## src/rtl/core/backbone_bend_torsion_angles_assert.svh

```systemverilog
// Assertion macros shared by the bend and torsion angle engine.
`ifndef BACKBONE_BEND_TORSION_ANGLES_ASSERT_SVH
`define BACKBONE_BEND_TORSION_ANGLES_ASSERT_SVH
`ifndef SYNTHESIS
`define BBTA_ASSERT(lbl, clk, rst_n, prop) \
	lbl: assert property (@(posedge clk) disable iff (!rst_n) prop) \
		else $error("bbta assertion failed");
`define BBTA_NEVER(lbl, clk, rst_n, cond) \
	`BBTA_ASSERT(lbl, clk, rst_n, !(cond))
`else
`define BBTA_ASSERT(lbl, clk, rst_n, prop)
`define BBTA_NEVER(lbl, clk, rst_n, cond)
`endif
`endif

```

## src/rtl/core/bbta_pkg.sv

```systemverilog
// Types, widths and constants of the bend and torsion angle engine.
package bbta_pkg;

	localparam int COORD_BITS = 24;
	localparam int DIFF_W = COORD_BITS + 1;
	localparam int RED_W = 31;
	localparam int REDUCE_LIM = 30;
	localparam int PROD_W = 2 * RED_W;
	localparam int NORM_W = 64;
	localparam int MAG_W = 64;
	localparam int FIT_W = 16;
	localparam int FIT_HI = 15;
	localparam int FIT_LO = 14;
	localparam int CP_W = 2 * FIT_W + 1;
	localparam int DOT_W = 2 * FIT_W + 2;
	localparam int SQ_W = 64;
	localparam int ROOT_W = SQ_W / 2;
	localparam int ROOT_STEPS = SQ_W / 2;
	localparam int CX_W = 36;
	localparam int ACC_W = 25;
	localparam int STEP_W = 21;
	localparam int CORDIC_STEPS = 20;
	localparam int DEG90_ACC = 2304000;
	localparam int ANGLE_W = 15;
	localparam int ANGLE_MAX = 18000;
	localparam int QDEPTH = 2;
	localparam int QPTR_W = $clog2(QDEPTH);
	localparam int QCNT_W = $clog2(QDEPTH + 1);

	localparam logic [STEP_W-1:0] ATAN_STEP [CORDIC_STEPS] = '{
		21'd1152000, 21'd680065, 21'd359328, 21'd182400, 21'd91554,
		21'd45822, 21'd22916, 21'd11459, 21'd5730, 21'd2865,
		21'd1432, 21'd716, 21'd358, 21'd179, 21'd90,
		21'd45, 21'd22, 21'd11, 21'd6, 21'd3
	};

	typedef logic signed [COORD_BITS-1:0] coord_t;
	typedef logic signed [DIFF_W-1:0] diff_t;
	typedef logic signed [NORM_W-1:0] wide_t;

	typedef struct packed {
		logic   chain_start;
		coord_t pos_x;
		coord_t pos_y;
		coord_t pos_z;
	} in_item_t;

	typedef struct packed {
		logic [ANGLE_W-1:0] bend_angle;
		logic [ANGLE_W-1:0] torsion_angle;
		logic               degenerate;
	} out_item_t;

	typedef struct packed {
		coord_t x;
		coord_t y;
		coord_t z;
	} point_t;

	typedef struct packed {
		diff_t x;
		diff_t y;
		diff_t z;
	} dvec_t;

	typedef struct packed {
		dvec_t ab;
		dvec_t bc;
		dvec_t cd;
	} window_t;

	typedef struct packed {
		wide_t x;
		wide_t y;
		wide_t z;
	} wvec_t;

	typedef struct packed {
		logic               busy;
		logic               done;
		logic [ANGLE_W-1:0] angle;
	} ang_stat_t;

	// b - a, one bit wider than a coordinate
	function automatic dvec_t vec_diff(input point_t a, input point_t b);
		dvec_t d;
		d.x = DIFF_W'(b.x) - DIFF_W'(a.x);
		d.y = DIFF_W'(b.y) - DIFF_W'(a.y);
		d.z = DIFF_W'(b.z) - DIFF_W'(a.z);
		return d;
	endfunction

endpackage

```

## src/rtl/core/bbta_front.sv

```systemverilog
// Front end: point history, chain tracking and difference vectors.
module bbta_front import bbta_pkg::*; (
	input  logic     clk,
	input  logic     arst_n,
	input  logic     in_valid,
	output logic     in_ready,
	input  in_item_t in_data,
	input  logic     q_full,
	output logic     q_push,
	output window_t  q_wdata
);

	localparam logic [1:0] SEEN_MAX = 2'd3;

	point_t     h0_q, h1_q, h2_q;
	logic [1:0] seen_q;
	point_t     p;
	logic [1:0] seen_eff;
	logic       accept;

	always_comb begin
		p.x = in_data.pos_x;
		p.y = in_data.pos_y;
		p.z = in_data.pos_z;
		seen_eff = in_data.chain_start ? '0 : seen_q;
		accept = in_valid && !q_full;
		q_push = accept && (seen_eff == SEEN_MAX);
		q_wdata.ab = vec_diff(h0_q, h1_q);
		q_wdata.bc = vec_diff(h1_q, h2_q);
		q_wdata.cd = vec_diff(h2_q, p);
	end

	assign in_ready = !q_full;

	always_ff @(posedge clk or negedge arst_n) begin
		if (!arst_n) begin
			seen_q <= '0;
		end else if (accept) begin
			seen_q <= (seen_eff == SEEN_MAX) ? SEEN_MAX : seen_eff + 1'b1;
		end
	end

	always_ff @(posedge clk) begin
		if (accept) begin
			h0_q <= h1_q;
			h1_q <= h2_q;
			h2_q <= p;
		end
	end

endmodule

```

## config.mk

```make
export PLATFORM = sky130hd
export DESIGN_NAME = bbta_front
export DESIGN_NICKNAME = d
export VERILOG_FILES = /design/src/rtl/core/backbone_bend_torsion_angles_assert.svh /design/src/rtl/core/bbta_pkg.sv /design/src/rtl/core/bbta_front.sv
export SDC_FILE = /design/constraint.sdc
export NUM_CORES = 1
export LEC_CHECK = 0
export ABC_AREA = 1
export BUFFER_PORTS_ARGS = -buffer_cell sky130_fd_sc_hd__buf_2
export CORE_ASPECT_RATIO = 1.25
export CORE_MARGIN = 3
export CORE_UTILIZATION = 30
export DETAILED_ROUTE_END_ITERATION = 10
export PLACE_DENSITY = 0.53
export SLEW_MARGIN = 20
export SYNTH_ARGS = -nofsm -noshare
export SYNTH_HDL_FRONTEND = slang
export SYNTH_SLANG_ARGS = --single-unit
```

## constraint.sdc

```tcl
create_clock -name clk -period 10.5 [get_ports clk]
set_input_delay 2.1 -clock clk [delete_from_list [all_inputs] [get_ports clk]]
set_output_delay 2.1 -clock clk [all_outputs]
set_load 0.05 [all_outputs]
```

==> results by group <==
Die
  – Die width: roughly 260 µm
  – Starting density of the core: 0.305
  – Core Region: 77900 µm²
  – Die height: roughly 320 µm
  – Rows: about 110
  – Ports: about 300
  – Die area: ~83000 µm²

Timing
  – Final worst slack: between 4 and 5 ns
  – Final period utilization: 0.583
  – RSZ-0062 raised after global routing: false
  – Slew at the pin closest to its max-slew limit: around 0.95 ns
  – Hold Fails Final Rpt: 0
  – Max_slew headroom: 0.369
  – Final Setup Violations: 0
  – Final Slew Violations: 0
  – Fmax: roughly 160 MHz
  – WHS: 0.487 ns
  – Worst Skew: around 0.016 ns
  – Final TNS setup: 0 ns
  – Min cycle time layout: slightly above 6 ns

Drt
  – First drt pass iteration count: 5
  – Routed vias/inst: around 4.3
  – Antenna-violating nets left: 0
  – DRT iter0 DRCs: approximately 1000
  – Drc violations: 0
  – Overall routed net length: around 76000 µm
  – Vias post-DR: 23000
  – Wire per inst: ~14 µm

Logic synthesis
  – Post-Synthesis Cells: just under 4000
  – Synth area leader: edfxtp_1
  – Largest family of logic cells by synthesized area: simple AND/OR/NAND/NOR gates
  – Share of flip-flops with an asynchronous set or reset: 0.00917
  – Mux cell area share after synthesis: 0
  – Synth cell types: 20
  – Post-synth EDFFs: between 200 and 250
  – Post-synthesis adder-cell area fraction: 0.121
  – Post-synth top area share: 0.273
  – Synth Area in Simple Gates: 0.376
  – Synthesized Nets: about 4200
  – Seq/Total Area, Yosys: 0.275
  – Synth area leaders: edfxtp_1 (27%), nand2_1 (25%), inv_1 (16%)
  – Post-synth top cells: nand2_1 (1559), inv_1 (1027), nor2_1 (229)
  – Synth Area per Inst: approximately 6.1 µm²
  – Compound-Gate Fraction of Synth Area: 0.0233
  – Mapped Area: approximately 24000 µm²
  – Yosys warns: 0
  – Yosys reg bits: around 220
  – Count leader, synth: nand2_1
  – Top FF cell, synth: edfxtp_1
  – XOR/XNOR Fraction of Synth Area: 0.0416

Place
  – Cells after DPL: about 5200
  – Placed Area: ~27000 µm²
  – Port bufs: 303
  – Gpl congestion: slightly above 0.9
  – Post-DP HPWL: 65400 µm
  – Dpl ws: between 4 and 5 ns

Finish
  – Post-route cell area: about 28000 µm²
  – Final non-filler cell total: 5279
  – Fill count: around 9000
  – Layout cell share with drive strength beyond 1: 0.107
  – Area growth syn-to-layout: 16.3%
  – Sequential cell area: between 6000 and 7000 µm²
  – Area of the multi-input gates: 13400 µm²
  – Final nets: 4513
  – Final core utilization: 0.355

Global routing
  – Largest net degree at the start of global routing: 80
  – GR Util All Layers: 0.177
  – GRT overflow: 0
  – Initial antenna violation count: 7
  – Vias in the first global route: about 22000
  – First-pass GRT wire length: approximately 120000 µm

Clock tree
  – Clk slew on worst S/H paths: approximately 0.06 ns
  – Post-CTS Setup Repair Bufs: 0
  – # resized after CTS: 0
  – Total CTS buffers: 29
  – Clk sink count: about 220
  – Clk_lat worst skew: around 0.58 ns
  – H-Tree Level Count: 1
  – CTS tree: built
  – # hold bufs at CTS: 0
  – Root Buffer: clkbuf_16
  – Clock buffer depth: 3

Power and ir drop
  – Pwr/cell area: about 130 nW/µm²
  – Tot Pwr: around 3.7 mW
  – Peak supply drop: around 0.00011 V
  – P_leak: 16.4 nW

Critical path
  – CP endpoint kind: output port
  – Max Fanout on Critical Path: 4
  – Crit path to: q_wdata[74]
  – CP startpoint kind: input port
  – Required time worst endpoint: around 8.4 ns
  – Setup CP Type: in2out
  – Reg2reg end: seen_q[0]
  – Worst EP arrival: 4.02 ns
  – Cell count of the worst reg-to-reg path: 4
  – Reg2reg setup slack: 9.54 ns
  – RR Startpoint: seen_q[0]
  – Crit path from: in_data[48]

Flow run
  – Max Cap Violations: 0

Min path
  – Hold Path Class: reg2reg

Status
  – Outcome: completed
==> layout by cell type, fill, tap and decap left out, drive strengths merged <==
master,count
and2,13
inv,1030
edfxtp,216
nand3,184
xnor2,9
bufinv,6
nand2,1590
clkbuf,32
clkinvlp,3
ha,216
dfrtp,2
nand3b,18
a22oi,1
diode,3
xor2,104
nand4,58
clkinv,8
nor2,287
buf,305
fa,9
a21oi,109
or2,14
nor3,18
==> how the worst min path moves through the flow <==
| stage | cells past startpoint | endpoint | slack (ns) | from |
|---|---|---|---|---|
| after global placement | 0 | h0_q[0] | 0.47 | h1_q[0] |
| after global routing | 0 | h1_q[0] | 0.50 | h2_q[0] |
| after CTS | 0 | h0_q[13] | 0.49 | h1_q[13] |
| after detailed placement | 0 | h0_q[13] | 0.48 | h1_q[13] |
| after floorplan | 0 | h0_q[10] | 0.45 | h1_q[10] |
| final | 0 | h0_q[8] | 0.49 | h1_q[8] |
==> cell families (layout without fill, tap and decap cells) <==
kind of cell	after synthesis	count (layout)
simple gates	2182	2182
buf+inv	1027	1384
fa+ha+maj	225	225
flops	218	218
xor+xnor	113	113
compound gates	110	110
other cells	0	3
==> registers in the layout (all words and copies together) (netlist names) <==
name / cells
h2_q: 72
seen_q: 2
h1_q: 72
h0_q: 72
==> cell type report <==
cell class                      count  share of cell area
Inverter                         1027               0.140
Sequential cell                   218               0.236
Clock inverter                     20              0.0106
Timing Repair Buffer              305              0.0554
Multi-Input combinational cell   2630               0.484
Clock buffer                       32              0.0267
Antenna cell                        3            0.000272
Tap cell                         1044              0.0472
==> power breakdown <==
group / internal [mW] / leakage (nW) / switching, mW / total [mW]
clock: 0.659 / 0.494 / 0.415 / 1.07
combinational: 0.381 / 13.9 / 1.19 / 1.57
sequential: 1.00 / 2.05 / 0.0322 / 1.04
==> worst max-delay path: stages <==
cell     delay, ns
buf_2         0.09
inv_1         0.04
ha_1          0.21
fa_1          0.42
inv_1         0.12
nand2_1       0.05
nand2_1       0.07
nand3_1       0.08
nand2_2       0.15
nand2_1       0.11
nand3_1       0.09
nand2_1       0.05
nand2_1       0.14
buf_2         0.29
==> per-layer routing <==
layer | global-route usage | part of all wire | vias to the layer above
met5 | 0 | 0.00038 | -
met4 | 0.0738 | 0.044 | 4
met3 | 0.0282 | 0.048 | 146
met2 | 0.333 | 0.50 | 425
met1 | 0.197 | 0.40 | 10100
li1 | - | - | 12300
Note: power is estimated with default switching activity, not from simulation.
