**src/rtl/core/backbone_bend_torsion_angles_assert.svh**
```systemverilog
// Assertion macros shared by the bend and torsion angle engine.
`ifndef BACKBONE_BEND_TORSION_ANGLES_ASSERT_SVH
`define BACKBONE_BEND_TORSION_ANGLES_ASSERT_SVH
`ifndef SYNTHESIS
`define BBTA_ASSERT(lbl, clk, rst_n, prop) \
	lbl: assert property (@(posedge clk) disable iff (!rst_n) prop) \
		else $error("bbta assertion failed");
`define BBTA_NEVER(lbl, clk, rst_n, cond) \
	`BBTA_ASSERT(lbl, clk, rst_n, !(cond))
`else
`define BBTA_ASSERT(lbl, clk, rst_n, prop)
`define BBTA_NEVER(lbl, clk, rst_n, cond)
`endif
`endif

```
**src/rtl/core/bbta_pkg.sv**
```systemverilog
// Types, widths and constants of the bend and torsion angle engine.
package bbta_pkg;

	localparam int COORD_BITS = 24;
	localparam int DIFF_W = COORD_BITS + 1;
	localparam int RED_W = 31;
	localparam int REDUCE_LIM = 30;
	localparam int PROD_W = 2 * RED_W;
	localparam int NORM_W = 64;
	localparam int MAG_W = 64;
	localparam int FIT_W = 16;
	localparam int FIT_HI = 15;
	localparam int FIT_LO = 14;
	localparam int CP_W = 2 * FIT_W + 1;
	localparam int DOT_W = 2 * FIT_W + 2;
	localparam int SQ_W = 64;
	localparam int ROOT_W = SQ_W / 2;
	localparam int ROOT_STEPS = SQ_W / 2;
	localparam int CX_W = 36;
	localparam int ACC_W = 25;
	localparam int STEP_W = 21;
	localparam int CORDIC_STEPS = 20;
	localparam int DEG90_ACC = 2304000;
	localparam int ANGLE_W = 15;
	localparam int ANGLE_MAX = 18000;
	localparam int QDEPTH = 2;
	localparam int QPTR_W = $clog2(QDEPTH);
	localparam int QCNT_W = $clog2(QDEPTH + 1);

	localparam logic [STEP_W-1:0] ATAN_STEP [CORDIC_STEPS] = '{
		21'd1152000, 21'd680065, 21'd359328, 21'd182400, 21'd91554,
		21'd45822, 21'd22916, 21'd11459, 21'd5730, 21'd2865,
		21'd1432, 21'd716, 21'd358, 21'd179, 21'd90,
		21'd45, 21'd22, 21'd11, 21'd6, 21'd3
	};

	typedef logic signed [COORD_BITS-1:0] coord_t;
	typedef logic signed [DIFF_W-1:0] diff_t;
	typedef logic signed [NORM_W-1:0] wide_t;

	typedef struct packed {
		logic   chain_start;
		coord_t pos_x;
		coord_t pos_y;
		coord_t pos_z;
	} in_item_t;

	typedef struct packed {
		logic [ANGLE_W-1:0] bend_angle;
		logic [ANGLE_W-1:0] torsion_angle;
		logic               degenerate;
	} out_item_t;

	typedef struct packed {
		coord_t x;
		coord_t y;
		coord_t z;
	} point_t;

	typedef struct packed {
		diff_t x;
		diff_t y;
		diff_t z;
	} dvec_t;

	typedef struct packed {
		dvec_t ab;
		dvec_t bc;
		dvec_t cd;
	} window_t;

	typedef struct packed {
		wide_t x;
		wide_t y;
		wide_t z;
	} wvec_t;

	typedef struct packed {
		logic               busy;
		logic               done;
		logic [ANGLE_W-1:0] angle;
	} ang_stat_t;

	// b - a, one bit wider than a coordinate
	function automatic dvec_t vec_diff(input point_t a, input point_t b);
		dvec_t d;
		d.x = DIFF_W'(b.x) - DIFF_W'(a.x);
		d.y = DIFF_W'(b.y) - DIFF_W'(a.y);
		d.z = DIFF_W'(b.z) - DIFF_W'(a.z);
		return d;
	endfunction

endpackage

```
**src/rtl/core/bbta_fifo.sv**
```systemverilog
// Short queue of difference windows between front and back.
module bbta_fifo import bbta_pkg::*; (
	input  logic    clk,
	input  logic    arst_n,
	input  logic    push,
	input  window_t wdata,
	output logic    full,
	output logic    valid,
	output window_t rdata,
	input  logic    pop
);

	window_t           mem_q [QDEPTH];
	logic [QPTR_W-1:0] wp_q, rp_q;
	logic [QCNT_W-1:0] cnt_q;

	function automatic logic [QPTR_W-1:0] ptr_inc(input logic [QPTR_W-1:0] p);
		return (p == QPTR_W'(QDEPTH - 1)) ? '0 : p + 1'b1;
	endfunction

	always_ff @(posedge clk or negedge arst_n) begin
		if (!arst_n) begin
			wp_q <= '0;
			rp_q <= '0;
			cnt_q <= '0;
		end else begin
			if (push) wp_q <= ptr_inc(wp_q);
			if (pop) rp_q <= ptr_inc(rp_q);
			if (push && !pop) cnt_q <= cnt_q + 1'b1;
			else if (pop && !push) cnt_q <= cnt_q - 1'b1;
		end
	end

	always_ff @(posedge clk) begin
		if (push) mem_q[wp_q] <= wdata;
	end

	assign full = cnt_q == QCNT_W'(QDEPTH);
	assign valid = cnt_q != '0;
	assign rdata = mem_q[rp_q];

endmodule

```
**config.mk**
```make
export PLATFORM = sky130hd
export DESIGN_NAME = bbta_fifo
export DESIGN_NICKNAME = d
export VERILOG_FILES = /design/src/rtl/core/backbone_bend_torsion_angles_assert.svh /design/src/rtl/core/bbta_pkg.sv /design/src/rtl/core/bbta_fifo.sv
export SDC_FILE = /design/constraint.sdc
export NUM_CORES = 1
export LEC_CHECK = 0
export ABC_AREA = 1
export BUFFER_PORTS_ARGS = -buffer_cell sky130_fd_sc_hd__buf_4
export CORE_MARGIN = 5
export CORE_UTILIZATION = 33
export CTS_CLUSTER_SIZE = 14
export DETAILED_ROUTE_END_ITERATION = 7
export HOLD_SLACK_MARGIN = 0.06
export PLACE_DENSITY = 0.57
export SETUP_SLACK_MARGIN = 0.5
export SLEW_MARGIN = 15
export SYNTH_ARGS = -nofsm -noshare
export SYNTH_HDL_FRONTEND = slang
export SYNTH_SLANG_ARGS = --single-unit
export TNS_END_PERCENT = 10
```
**constraint.sdc**
```tcl
create_clock -name clk -period 22.9 [get_ports clk]
set_input_delay 4.58 -clock clk [delete_from_list [all_inputs] [get_ports clk]]
set_output_delay 4.58 -clock clk [all_outputs]
set_load 0.05 [all_outputs]
```
==> results of run 1 <==
[area by class of cell]
cell class	count	area share
sequential	454	0.6012
clock inverter	24	0.006353
inverter	7	0.001491
multi-input combinational	239	0.1389
antenna	2	0.0002210
timing repair buffer	463	0.1540
tap	680	0.03756
clock buffer	64	0.06027
[flip-flops by register name, summed over array words and instances, names as in the netlist]
name   flops
cnt_q      2
mem_q    450
rp_q       1
wp_q       1
[critical path: cells and delay by family, from the launching register on]
| kind | cells | cell delay [ns] |
|---|---|---|
| DFF | 1 | 1.01 |
| muxes | 1 | 0.36 |
| buffers and inverters | 2 | 1.03 |
[per-layer routing]
layer / up-vias / part of all wire
li1: 3869 / -
met1: 4165 / 0.38
met2: 296 / 0.51
met3: 60 / 0.089
met4: 2 / 0.023
met5: - / 0.00033
[placed cells by master, fill, tap and decap left out, types with 2 or more instances in the layout]
master | synthesis | final
sky130_fd_sc_hd__buf_4 | 0 | 462
sky130_fd_sc_hd__clkbuf_1 | 0 | 9
sky130_fd_sc_hd__clkbuf_16 | 0 | 51
sky130_fd_sc_hd__clkbuf_8 | 0 | 4
sky130_fd_sc_hd__clkinv_1 | 0 | 12
sky130_fd_sc_hd__clkinv_2 | 0 | 7
sky130_fd_sc_hd__dfrtp_1 | 4 | 3
sky130_fd_sc_hd__diode_2 | 0 | 2
sky130_fd_sc_hd__edfxtp_1 | 450 | 450
sky130_fd_sc_hd__inv_1 | 7 | 6
sky130_fd_sc_hd__inv_6 | 0 | 2
sky130_fd_sc_hd__mux2_2 | 85 | 85
sky130_fd_sc_hd__mux2_4 | 140 | 140
sky130_fd_sc_hd__nand2_1 | 6 | 6
sky130_fd_sc_hd__xor2_1 | 2 | 2
[how the worst min path moves through the flow]
stage | startpoint | to | cells after the start
after floorplan | cnt_q[1] | cnt_q[1] | 2
after global placement | cnt_q[1] | cnt_q[1] | 2
after detailed placement | cnt_q[1] | cnt_q[1] | 2
after CTS | cnt_q[1] | cnt_q[1] | 2
after global routing | cnt_q[1] | cnt_q[1] | 2
final | cnt_q[1] | cnt_q[1] | 2
[logic make-up (layout without fill, tap and decap cells)]
logic type / count (synthesis) / after routing / share of synthesized area
muxes: 225 / 225 / 0.1798
and+or+nand+nor: 10 / 10 / 0.002427
xor gates and xnor gates: 3 / 3 / 0.001545
other: 0 / 2 / 0
DFF: 454 / 454 / 0.8003
adders and majority gates: 1 / 1 / 0.0007354
buffers and inverters: 32 / 558 / 0.01515
[power by group through the flow]
stage          combinational [W]  clock, W  sequential (W)
6_report                 0.00144  0.000732         0.00117
5_1_grt                  0.00149  0.000796         0.00118
4_1_cts                  0.00146  0.000760         0.00117
3_5_place_dp             0.00146         0         0.00119
3_3_place_gp             0.00145         0         0.00118
2_1_floorplan            0.00109         0         0.00120
[through the flow]
step | worst slack, ns | cell area, µm²
floorplan | 8.059 | 17010
global placement | 15.78 | 21140
detailed placement | 15.69 | 21140
CTS | 15.05 | 22650
global route | 14.99 | 22650
finish | 15.13 | 22650
==> metrics, run 1 <==
FF+latch count, synth 454; slowest cell on the critical path sky130_fd_sc_hd__dfrtp_4; placer's final routability congestion estimate about 0.77; proportion of power drawn by the clock network 0.220; PnR Total Power 0.003334 W; pin count of the biggest net entering global routing ~110; R2R setup slack 20.33 ns; type of element launching the critical path register; cts-stage hold buffer count 0; synthesis-to-layout area growth 33.16%; post-cts repair resize count 0; type of destination of the critical path output port; Max H-tree Level 2; clock-pin slew reported for the worst setup and hold paths after clock tree synthesis about 0.060 ns; TritonCTS Buffers between 40 and 50; boundary pin count between 400 and 500; net switching component of the power 0.001303 W; number of iterations in the first detailed-routing pass 4; Die ar. between 50,000 and 60,000 µm²; aggregate negative setup slack 0 ns; class of the tightest hold or removal check register to register; area of the placeable core between 50,000 and 60,000 µm²; met2 usage in global routing 0.2297; post-route clock skew about 0.012 ns; Die Y-Extent approximately 240 µm; total detailed-routing wirelength ~40,000 µm; number of antenna violations at the first check in global routing 3; share of power burned in combinational logic 0.431; area of the multi-input gates about 3100 µm²; clock latency at the later pin of the worst-skew pair roughly 0.57 ns; Period Utilization, post-route 0.3392; share of flip-flops with an asynchronous set or reset 0.008811; power density cells around 150 nW/µm²; share of the core filled with cells in the final layout 0.4424; GR Util met1 0.1582; top-area cell type share of the netlist area 0.7944; port bufs about 460; wire length of the first global-routing pass around 57,000 µm; Post-Syn Instances a little over 700; met3 Use GR 0.05427; shortest clock period the worst path allows after layout 7.767 ns; cell total after placement 1,843; Synth top cells by count sky130_fd_sc_hd__edfxtp_1 (450), sky130_fd_sc_hd__mux2_4 (140), sky130_fd_sc_hd__mux2_2 (85); critical register-to-register path endpoint mem_q[1][135]; fraction of power consumed by sequential logic 0.349; number of vias in the routed layout about 8,400; share of cells above drive strength 1 0.6059; Yosys warning total 0; timing-limited maximum frequency roughly 0.13 GHz; Synth Net Count between 900 and 1,000; initial standard-cell utilization of the core 0.3322; sequential share of the synthesized area 0.8003; Largest stage delay, worst path approximately 1.0 ns; distinct cell type count after synthesis 14; EDFF count, synth 450; max-slew headroom at the worst pin 0.3144; violation count after the first detailed-routing iteration about 430; worst path cell trace buf_4, mux2_4, buf_4; hold violation count in the final report 0; cell with the most instances after synthesis sky130_fd_sc_hd__edfxtp_1; synthesized area 17,010 µm²; number of global-route vias before repair 9,038; minimum hold slack 0.5109 ns; Detail Route Antenna Nets 0; net count of the finished layout roughly 1,400; maxcap violations 0; Horiz. Die Dim about 240 µm; mean instance size in the synthesized netlist 23.46 µm²; total routing usage reported by global routing 0.1344; CTS tree built; share of total power consumed by net switching 0.3908; FILL cells approximately 4,500; root cell of the clock tree sky130_fd_sc_hd__clkbuf_16; DRC Markers 0; detailed placement HPWL between 20,000 and 30,000 µm; destination of the critical timing path rdata[131]; Congestion Overflow GR 0; count of final max-slew check failures 0; Sequential cell area 13,620 µm²; mean routed wirelength per cell 20.58 µm; synth top area cells sky130_fd_sc_hd__edfxtp_1 (79%), sky130_fd_sc_hd__mux2_4 (12%), sky130_fd_sc_hd__mux2_2 (5.6%); Final setup viols 0; RSZ-0062 raised after global routing false; cell type with the largest total area after synthesis sky130_fd_sc_hd__edfxtp_1; # rows 83; number of cells traversed by the worst register-to-register path 3; Req. time, crit path ~18 ns; data arrival at the endpoint of the critical path 3.19 ns; critical path peak fanout 63; number of post-CTS setup repair buffers 0; Internal Power approximately 0.0020 W; peak-usage layer in the global routing report met2; primary flip-flop cell chosen by synthesis mapping sky130_fd_sc_hd__edfxtp_1; cell occurring most often along the worst timing path sky130_fd_sc_hd__buf_4; cell leakage power between 8 and 9 nW; Worst Setup Path Type register to output port; count of placed standard cells in the final layout, fillers left out slightly below 2,000; number of clock sinks 454; outcome finished, final reports clean; Avg Vias per Cell 4.341; Worst setup startpoint rp_q; slew at the pin closest to its max-slew limit between 1 and 1.5 ns; Max IR drop VDD 0.08634 mV; origin of the critical flop-to-flop path wp_q; number of buffers on the longest clock path 3
(Power assumes the default switching activity.)
==> run 2, diff against run 1 <==
ABC_AREA = 0   (was 1)
PLACE_DENSITY = 0.59   (was 0.57)
clock period = 7.1 ns   (was 22.9 ns; I/O delays follow)
==> run 2 against run 1 <==
Against the previous run:
- synthesized cell count shrank 1.2%
- critical endpoint is now rdata[77]
- via count increased by 0.11%
- core utilization rose by 0.088 points
- critical path type unchanged
- count of clock-buffer cells in the layout shrank 2
- total power increased to 3.2 times the previous value
- non-clock buffer count fell by 1
- die area about the same
- combinational power grew to 3.3 times the previous value
- global-route usage decreased by 0.85 points
- final cell count shrank 0.57%
- critical path depth is the same
- largest power group unchanged
- register-to-register slack worse by 15 ns
==> metrics, run 2 <==
DRC Markers 0 (unchanged); share of cells above drive strength 1 0.6124 (+0.006494); pin count of the biggest net entering global routing 133 (+18%); number of buffers on the longest clock path 3 (unchanged); Horiz. Die Dim 236.9 µm (about the same); Worst setup startpoint rp_q; cell area after placement 21,140 µm² (about the same); TritonCTS Buffers 49 (unchanged); number of global-route vias before repair 9,006 (-0.35%); Largest stage delay, worst path 0.49 ns (-0.52 ns); Max IR drop VDD 0.4625 mV (+440%); Synth Net Count 946 (-0.94%); cell leakage power 8.800 nW (about the same); critical register-to-register path endpoint mem_q[1][162]; data arrival at the endpoint of the critical path 2.37 ns (-0.82 ns); violation count after the first detailed-routing iteration 343 (-21%); port bufs 455 (unchanged); # rows 83 (unchanged); aggregate negative setup slack 0 ns (unchanged); synth top area cells sky130_fd_sc_hd__edfxtp_1 (80%), sky130_fd_sc_hd__mux2_4 (12%), sky130_fd_sc_hd__mux2_2 (5.6%); max-slew headroom at the worst pin 0.2959 (-0.01846); Detail Route Antenna Nets 0 (unchanged); type of destination of the critical path output port; Die ar. 56,130 µm² (about the same); launch point of the worst hold path cnt_q[1]; root cell of the clock tree sky130_fd_sc_hd__clkbuf_16; shortest clock period the worst path allows after layout around 3.8 ns; sequential share of the synthesized area 0.8011 (+0.0008250); Avg Vias per Cell 4.371 (+0.68%); CTS tree built; placer's final routability congestion estimate 0.7489 (-2.8%); distinct cell type count after synthesis 14 (unchanged); share of the core filled with cells in the final layout 0.4433 (+0.0008790); Congestion Overflow GR 0 (unchanged); cell with the most instances after synthesis sky130_fd_sc_hd__edfxtp_1; Post-Syn Instances 716 (-1.2%); area of the placeable core 51,200 µm² (unchanged); number of clock sinks 454 (unchanged); number of vias in the routed layout 8,401 (+0.11%); wire length of the first global-routing pass 54,750 µm (-4.6%); clock latency at the later pin of the worst-skew pair 0.56 ns (about the same); outcome finished, final reports clean; hold violation count in the final report 0 (unchanged); number of antenna violations at the first check in global routing 2 (-1); mean routed wirelength per cell 19.37 µm (-5.9%); slowest cell on the critical path sky130_fd_sc_hd__buf_12; most frequent standard cell in the layout excluding fill and tap cells sky130_fd_sc_hd__buf_4; destination of the critical timing path rdata[77]; commonest non-fill, non-tap cells in the layout sky130_fd_sc_hd__buf_4 (458), sky130_fd_sc_hd__edfxtp_1 (450), sky130_fd_sc_hd__mux2_4 (140), sky130_fd_sc_hd__mux2_2 (85), sky130_fd_sc_hd__clkbuf_16 (49); post-cts repair resize count 0 (unchanged); number of post-CTS setup repair buffers 0 (unchanged); Max H-tree Level 2 (unchanged); Period Utilization, post-route 0.5332; Req. time, crit path 5.68 ns (-12.64 ns); maxcap violations 0 (unchanged); number of cells traversed by the worst register-to-register path 2 (-1); synthesized area 16,990 µm² (-0.10%); RSZ-0062 raised after global routing false; Die Y-Extent 236.9 µm (about the same); class of the tightest hold or removal check register to register; number of flip-flops in the largest register 450 (unchanged); timing-limited maximum frequency around 0.26 GHz; power density cells 477.4 nW/µm² (+220%); synthesis-to-layout area growth 33.56%; Synth top cells by count sky130_fd_sc_hd__edfxtp_1 (450), sky130_fd_sc_hd__mux2_4 (140), sky130_fd_sc_hd__mux2_2 (85); Final setup viols 0 (unchanged); final instance area 22,700 µm² (+0.20%); number of iterations in the first detailed-routing pass 6 (+2); mean instance size in the synthesized netlist 23.73 µm² (+1.2%); count of final max-slew check failures 0 (unchanged); Worst Setup Path Type register to output port; R2R setup slack 4.83 ns (-15.50 ns); origin of the critical flop-to-flop path wp_q; top-area cell type share of the netlist area 0.7952 (+0.0008189); primary flip-flop cell chosen by synthesis mapping sky130_fd_sc_hd__edfxtp_1; FF+latch count, synth 454 (unchanged); boundary pin count 456 (unchanged); Yosys warning total 0 (unchanged); critical path peak fanout 120 (+90%); initial standard-cell utilization of the core 0.3319 (-0.0003421); post-route clock skew 0.007258 ns (-0.004666 ns); net count of the finished layout 1,434 (-0.69%); Biggest register mem_q; clock-pin slew reported for the worst setup and hold paths after clock tree synthesis 0.06 ns (about the same); total routing usage reported by global routing 0.1258 (-0.008536); cts-stage hold buffer count 0 (unchanged); share of flip-flops with an asynchronous set or reset 0.008811 (unchanged); largest registers mem_q: 450 flops, cnt_q: 2 flops; worst path cell trace buf_12, mux2_4, buf_4; detailed placement HPWL 24,710 µm (-9.2%); type of element launching the critical path register; slew at the pin closest to its max-slew limit 1.056 ns (+0.02769 ns); total detailed-routing wirelength 37,240 µm (-6.4%); cell type with the largest total area after synthesis sky130_fd_sc_hd__edfxtp_1; EDFF count, synth 450 (unchanged)
==> run 2: changes by cell type in the layout (fill, tap and decap cells not counted), moves of 3 or more <==
| cell | change |
|---|---|
| sky130_fd_sc_hd__bufinv_16 | +4 |
| sky130_fd_sc_hd__inv_1 | -5 |
| sky130_fd_sc_hd__buf_4 | -4 |
| sky130_fd_sc_hd__clkinv_2 | +3 |
| sky130_fd_sc_hd__nand2_1 | -6 |
| sky130_fd_sc_hd__clkinv_1 | -4 |
| sky130_fd_sc_hd__buf_12 | +3 |
==> run 2: metal layers <==
| layer | track usage | share of wire |
|---|---|---|
| met1 | 0.1501 | 0.39 |
| met3 | 0.04973 | 0.087 |
| met5 | 0 | 0.00054 |
| met4 | 0.03848 | 0.025 |
| met2 | 0.2111 | 0.49 |
==> run 2: critical path: cells and delay by family, from the launching register on <==
family | cells | cell delay [ns]
buf+inv | 2 | 0.68
flops | 1 | 0.44
mux | 1 | 0.36
==> run 2: cell families after synthesis <==
kind of cell	count (synthesis)	share of synthesized area
flops	454	0.8011
xor+xnor	5	0.002577
fa+ha+maj	1	0.0007362
simple gates	5	0.001694
mux	225	0.1800
buf+inv	26	0.01384
==> run 2: final cells by class <==
type | instances | area (µm²)
Tap cell | 680 | 850.8
Clock inverter | 26 | 254.0
Sequential cell | 454 | 13620
Inverter | 1 | 3.754
Timing Repair Buffer | 462 | 3518
Multi-Input combinational cell | 236 | 3154
Clock buffer | 62 | 1295
Fill cell | 4507 | 28500
Antenna cell | 1 | 2.502
==> run 2: how the worst min path moves through the flow <==
stage / end / cells past startpoint
floorplan: cnt_q[1] / 1
global placement: cnt_q[1] / 1
detailed placement: cnt_q[1] / 1
CTS: cnt_q[1] / 1
global route: cnt_q[1] / 1
finish: cnt_q[1] / 1
==> run 2: power breakdown <==
part | switching (W) | internal (W) | leakage (nW)
Sequential | 0.000110 | 0.00356 | 4.27
Combinational | 0.00308 | 0.00163 | 3.77
Clock | 0.000988 | 0.00147 | 0.758
Total | 0.00418 | 0.00665 | 8.80
==> run 2: per-stage QoR <==
stage	setup slack, ns	power [W]	hold slack, ns	instances
6_report	3.314	0.01083	0.4997	1922
5_1_grt	3.230	0.01127	0.5350	1922
4_1_cts	3.278	0.01099	0.4969	1921
3_5_place_dp	3.638	0.008500	0.4828	1833
3_3_place_gp	3.651	0.008471	0.4677	1833
2_1_floorplan	0.004162	0.007297	0.4474	716
==> run 3, diff against run 2 <==
clock period = 3.4 ns   (was 7.1 ns; I/O delays follow)
==> run 3 against run 2 <==
Against the previous run:
- clock power is 120% higher
- combinational power rose by 110%
- register-to-register slack worse by 3.3 ns
- via count up 0.50%
- total power increased by 110%
- hold slack got worse by 0.20 ns
- setup slack got worse by 2.7 ns
- routed wire length increased by 3.7%
- die area did not move
- critical path type unchanged
- critical endpoint is now rdata[49]
- largest power group unchanged
==> metrics, run 3 (synthesis results as in run 2) <==
total routing usage reported by global routing 0.1307 (+0.004881); number of cells traversed by the worst register-to-register path 2 (unchanged); Req. time, crit path 2.72 ns (-2.96 ns); Max H-tree Level 2 (unchanged); RSZ-0062 raised after global routing false; detailed placement HPWL 26,840 µm (+8.6%); number of antenna violations at the first check in global routing 0 (-2); post-cts repair resize count 0 (unchanged); number of buffers on the longest clock path 3 (unchanged); number of vias in the routed layout 8,443 (+0.50%); WHS Endpoint mem_q[0][129]; Sequential cell area 13,620 µm² (unchanged); count of placed standard cells in the final layout, fillers left out 1,948 (+1.4%); number of clock sinks 454 (unchanged); root cell of the clock tree sky130_fd_sc_hd__clkbuf_16; Final setup viols 0 (unchanged); critical path peak fanout 27 (-78%); outcome finished, final reports clean; maxcap violations 0 (unchanged); class of the tightest hold or removal check input pin to register; pin count of the biggest net entering global routing 117 (-12%); timing-limited maximum frequency 0.3603 GHz; type of destination of the critical path output port; shortest clock period the worst path allows after layout 2.776 ns; cell leakage power 8.969 nW (+1.9%); port bufs 455 (unchanged); type of element launching the critical path register; area of the placeable core 51,200 µm² (unchanged); launch point of the worst hold path wdata[129]; area of the multi-input gates 3154 µm² (unchanged); cell occurring most often along the worst timing path sky130_fd_sc_hd__buf_12; Die ar. 56,130 µm² (unchanged); Period Utilization, post-route 0.8164; Horiz. Die Dim 236.9 µm (unchanged); share of cells above drive strength 1 0.6175 (+0.005099); boundary pin count 456 (unchanged); origin of the critical flop-to-flop path wp_q; total inserted antenna cells 0 (-1); most frequent standard cell in the layout excluding fill and tap cells sky130_fd_sc_hd__buf_4; slew at the pin closest to its max-slew limit 0.8043 ns (-0.2518 ns); Worst Setup Path Type register to output port; TritonCTS Buffers 50 (+2.0%); largest registers mem_q: 450 flops, cnt_q: 2 flops; synthesis-to-layout area growth 35.44%; aggregate negative setup slack 0 ns (unchanged); number of iterations in the first detailed-routing pass 4 (-2); power density cells 1002 nW/µm² (+110%); post-route clock skew 0.01208 ns (+0.004826 ns); net count of the finished layout 1,457 (+1.6%); count of final max-slew check failures 0 (unchanged); Die Y-Extent 236.9 µm (unchanged); commonest non-fill, non-tap cells in the layout sky130_fd_sc_hd__buf_4 (474), sky130_fd_sc_hd__edfxtp_1 (450), sky130_fd_sc_hd__mux2_4 (140), sky130_fd_sc_hd__mux2_2 (85), sky130_fd_sc_hd__clkbuf_16 (53); fraction of power consumed by sequential logic 0.333 (-0.006); clock-pin slew reported for the worst setup and hold paths after clock tree synthesis 0.06 ns (about the same); wire length of the first global-routing pass 56,470 µm (+3.1%); net switching component of the power 0.008896 W (+110%); setup slack after layout 0.6242 ns (-2.690 ns); mean routed wirelength per cell 19.82 µm (+2.3%); FILL cells 4,408 (-2.2%); critical register-to-register path endpoint mem_q[1][33]; worst setup timing slack at the placement stage 0.9575 ns (-2.681 ns); violation count after the first detailed-routing iteration 303 (-12%); cell total after placement 1,850 (+0.93%); share of total power consumed by net switching 0.3859 (about the same); number of global-route vias before repair 9,263 (+2.9%); hold violation count in the final report 0 (unchanged); max-slew headroom at the worst pin 0.4638 (+0.1678); cell area after placement 21,330 µm² (+0.90%); initial standard-cell utilization of the core 0.3319 (unchanged); number of cells on the worst hold path 1 (unchanged); DRC Markers 0 (unchanged); final instance area 23,010 µm² (+1.4%); Biggest register mem_q; Largest stage delay, worst path 0.48 ns (about the same); total detailed-routing wirelength 38,610 µm (+3.7%); # rows 83 (unchanged); CTS tree built; data arrival at the endpoint of the critical path 2.10 ns (-0.27 ns); Congestion Overflow GR 0 (unchanged); proportion of power drawn by the clock network 0.232 (+0.006); Avg Vias per Cell 4.334 (-0.84%); clock latency at the later pin of the worst-skew pair 0.56 ns (about the same); share of power burned in combinational logic 0.436 (about the same); number of flip-flops in the largest register 450 (unchanged); worst path cell trace buf_12, buf_12, mux2_2, buf_4; Max IR drop VDD 0.4924 mV (+6.5%); placer's final routability congestion estimate 0.7696 (+2.8%); share of the core filled with cells in the final layout 0.4495 (+0.006232); Internal Power 0.01415 W (+110%); R2R setup slack 1.50 ns (-3.33 ns); Detail Route Antenna Nets 0 (unchanged); slowest cell on the critical path sky130_fd_sc_hd__dfrtp_4
run 3: how the worst max path moves through the flow:
| stage | from | endpoint | slack [ns] | depth (start not counted) |
|---|---|---|---|---|
| global placement | rp_q | rdata[204] | 0.97 | 4 |
| global route | rp_q | rdata[211] | 0.50 | 4 |
| detailed placement | rp_q | rdata[211] | 0.96 | 4 |
| CTS | rp_q | rdata[49] | 0.53 | 4 |
| finish | rp_q | rdata[49] | 0.62 | 4 |
| floorplan | push | mem_q[0][0] | -1.08 | 1 |
run 3: routing by layer:
metal,share of wire,global-route usage
met5,0,0
met2,0.50,0.2246
met3,0.091,0.05125
met4,0.016,0.02939
met1,0.39,0.1560
run 3: critical path: cells and delay by family (launching register included):
| family | cells | cell delay (ns) |
|---|---|---|
| mux | 1 | 0.36 |
| flops | 1 | 0.48 |
| buf+inv | 3 | 0.64 |
run 3: cell type report:
cell class,count,area share
well taps,680,0.03697
repair buffers,484,0.1629
clock inverters,31,0.01218
multi-input cells,236,0.1371
inverters,1,0.0001631
flip-flops and latches,454,0.5917
clock buffers,62,0.05910
run 3: through the flow:
step,hold WS [ns],power (W)
finish,0.2974,0.02305
global route,0.2489,0.02397
CTS,0.2438,0.02342
detailed placement,0.4801,0.01794
global placement,0.4685,0.01789
floorplan,0.3844,0.01516
run 3: power by group through the flow:
stage,logic [W],registers [W],clock network [W]
floorplan,0.00733,0.00783,0
global placement,0.0101,0.00780,0
detailed placement,0.0101,0.00785,0
CTS,0.0102,0.00769,0.00553
global route,0.0104,0.00776,0.00577
finish,0.0100,0.00767,0.00534
run 3: what timing repair did:
action,in CTS,in global routing
setup buffers,4,0
endpoints found under the hold margin,4,0
hold buffers,1,0
endpoints found under the setup margin,157,0
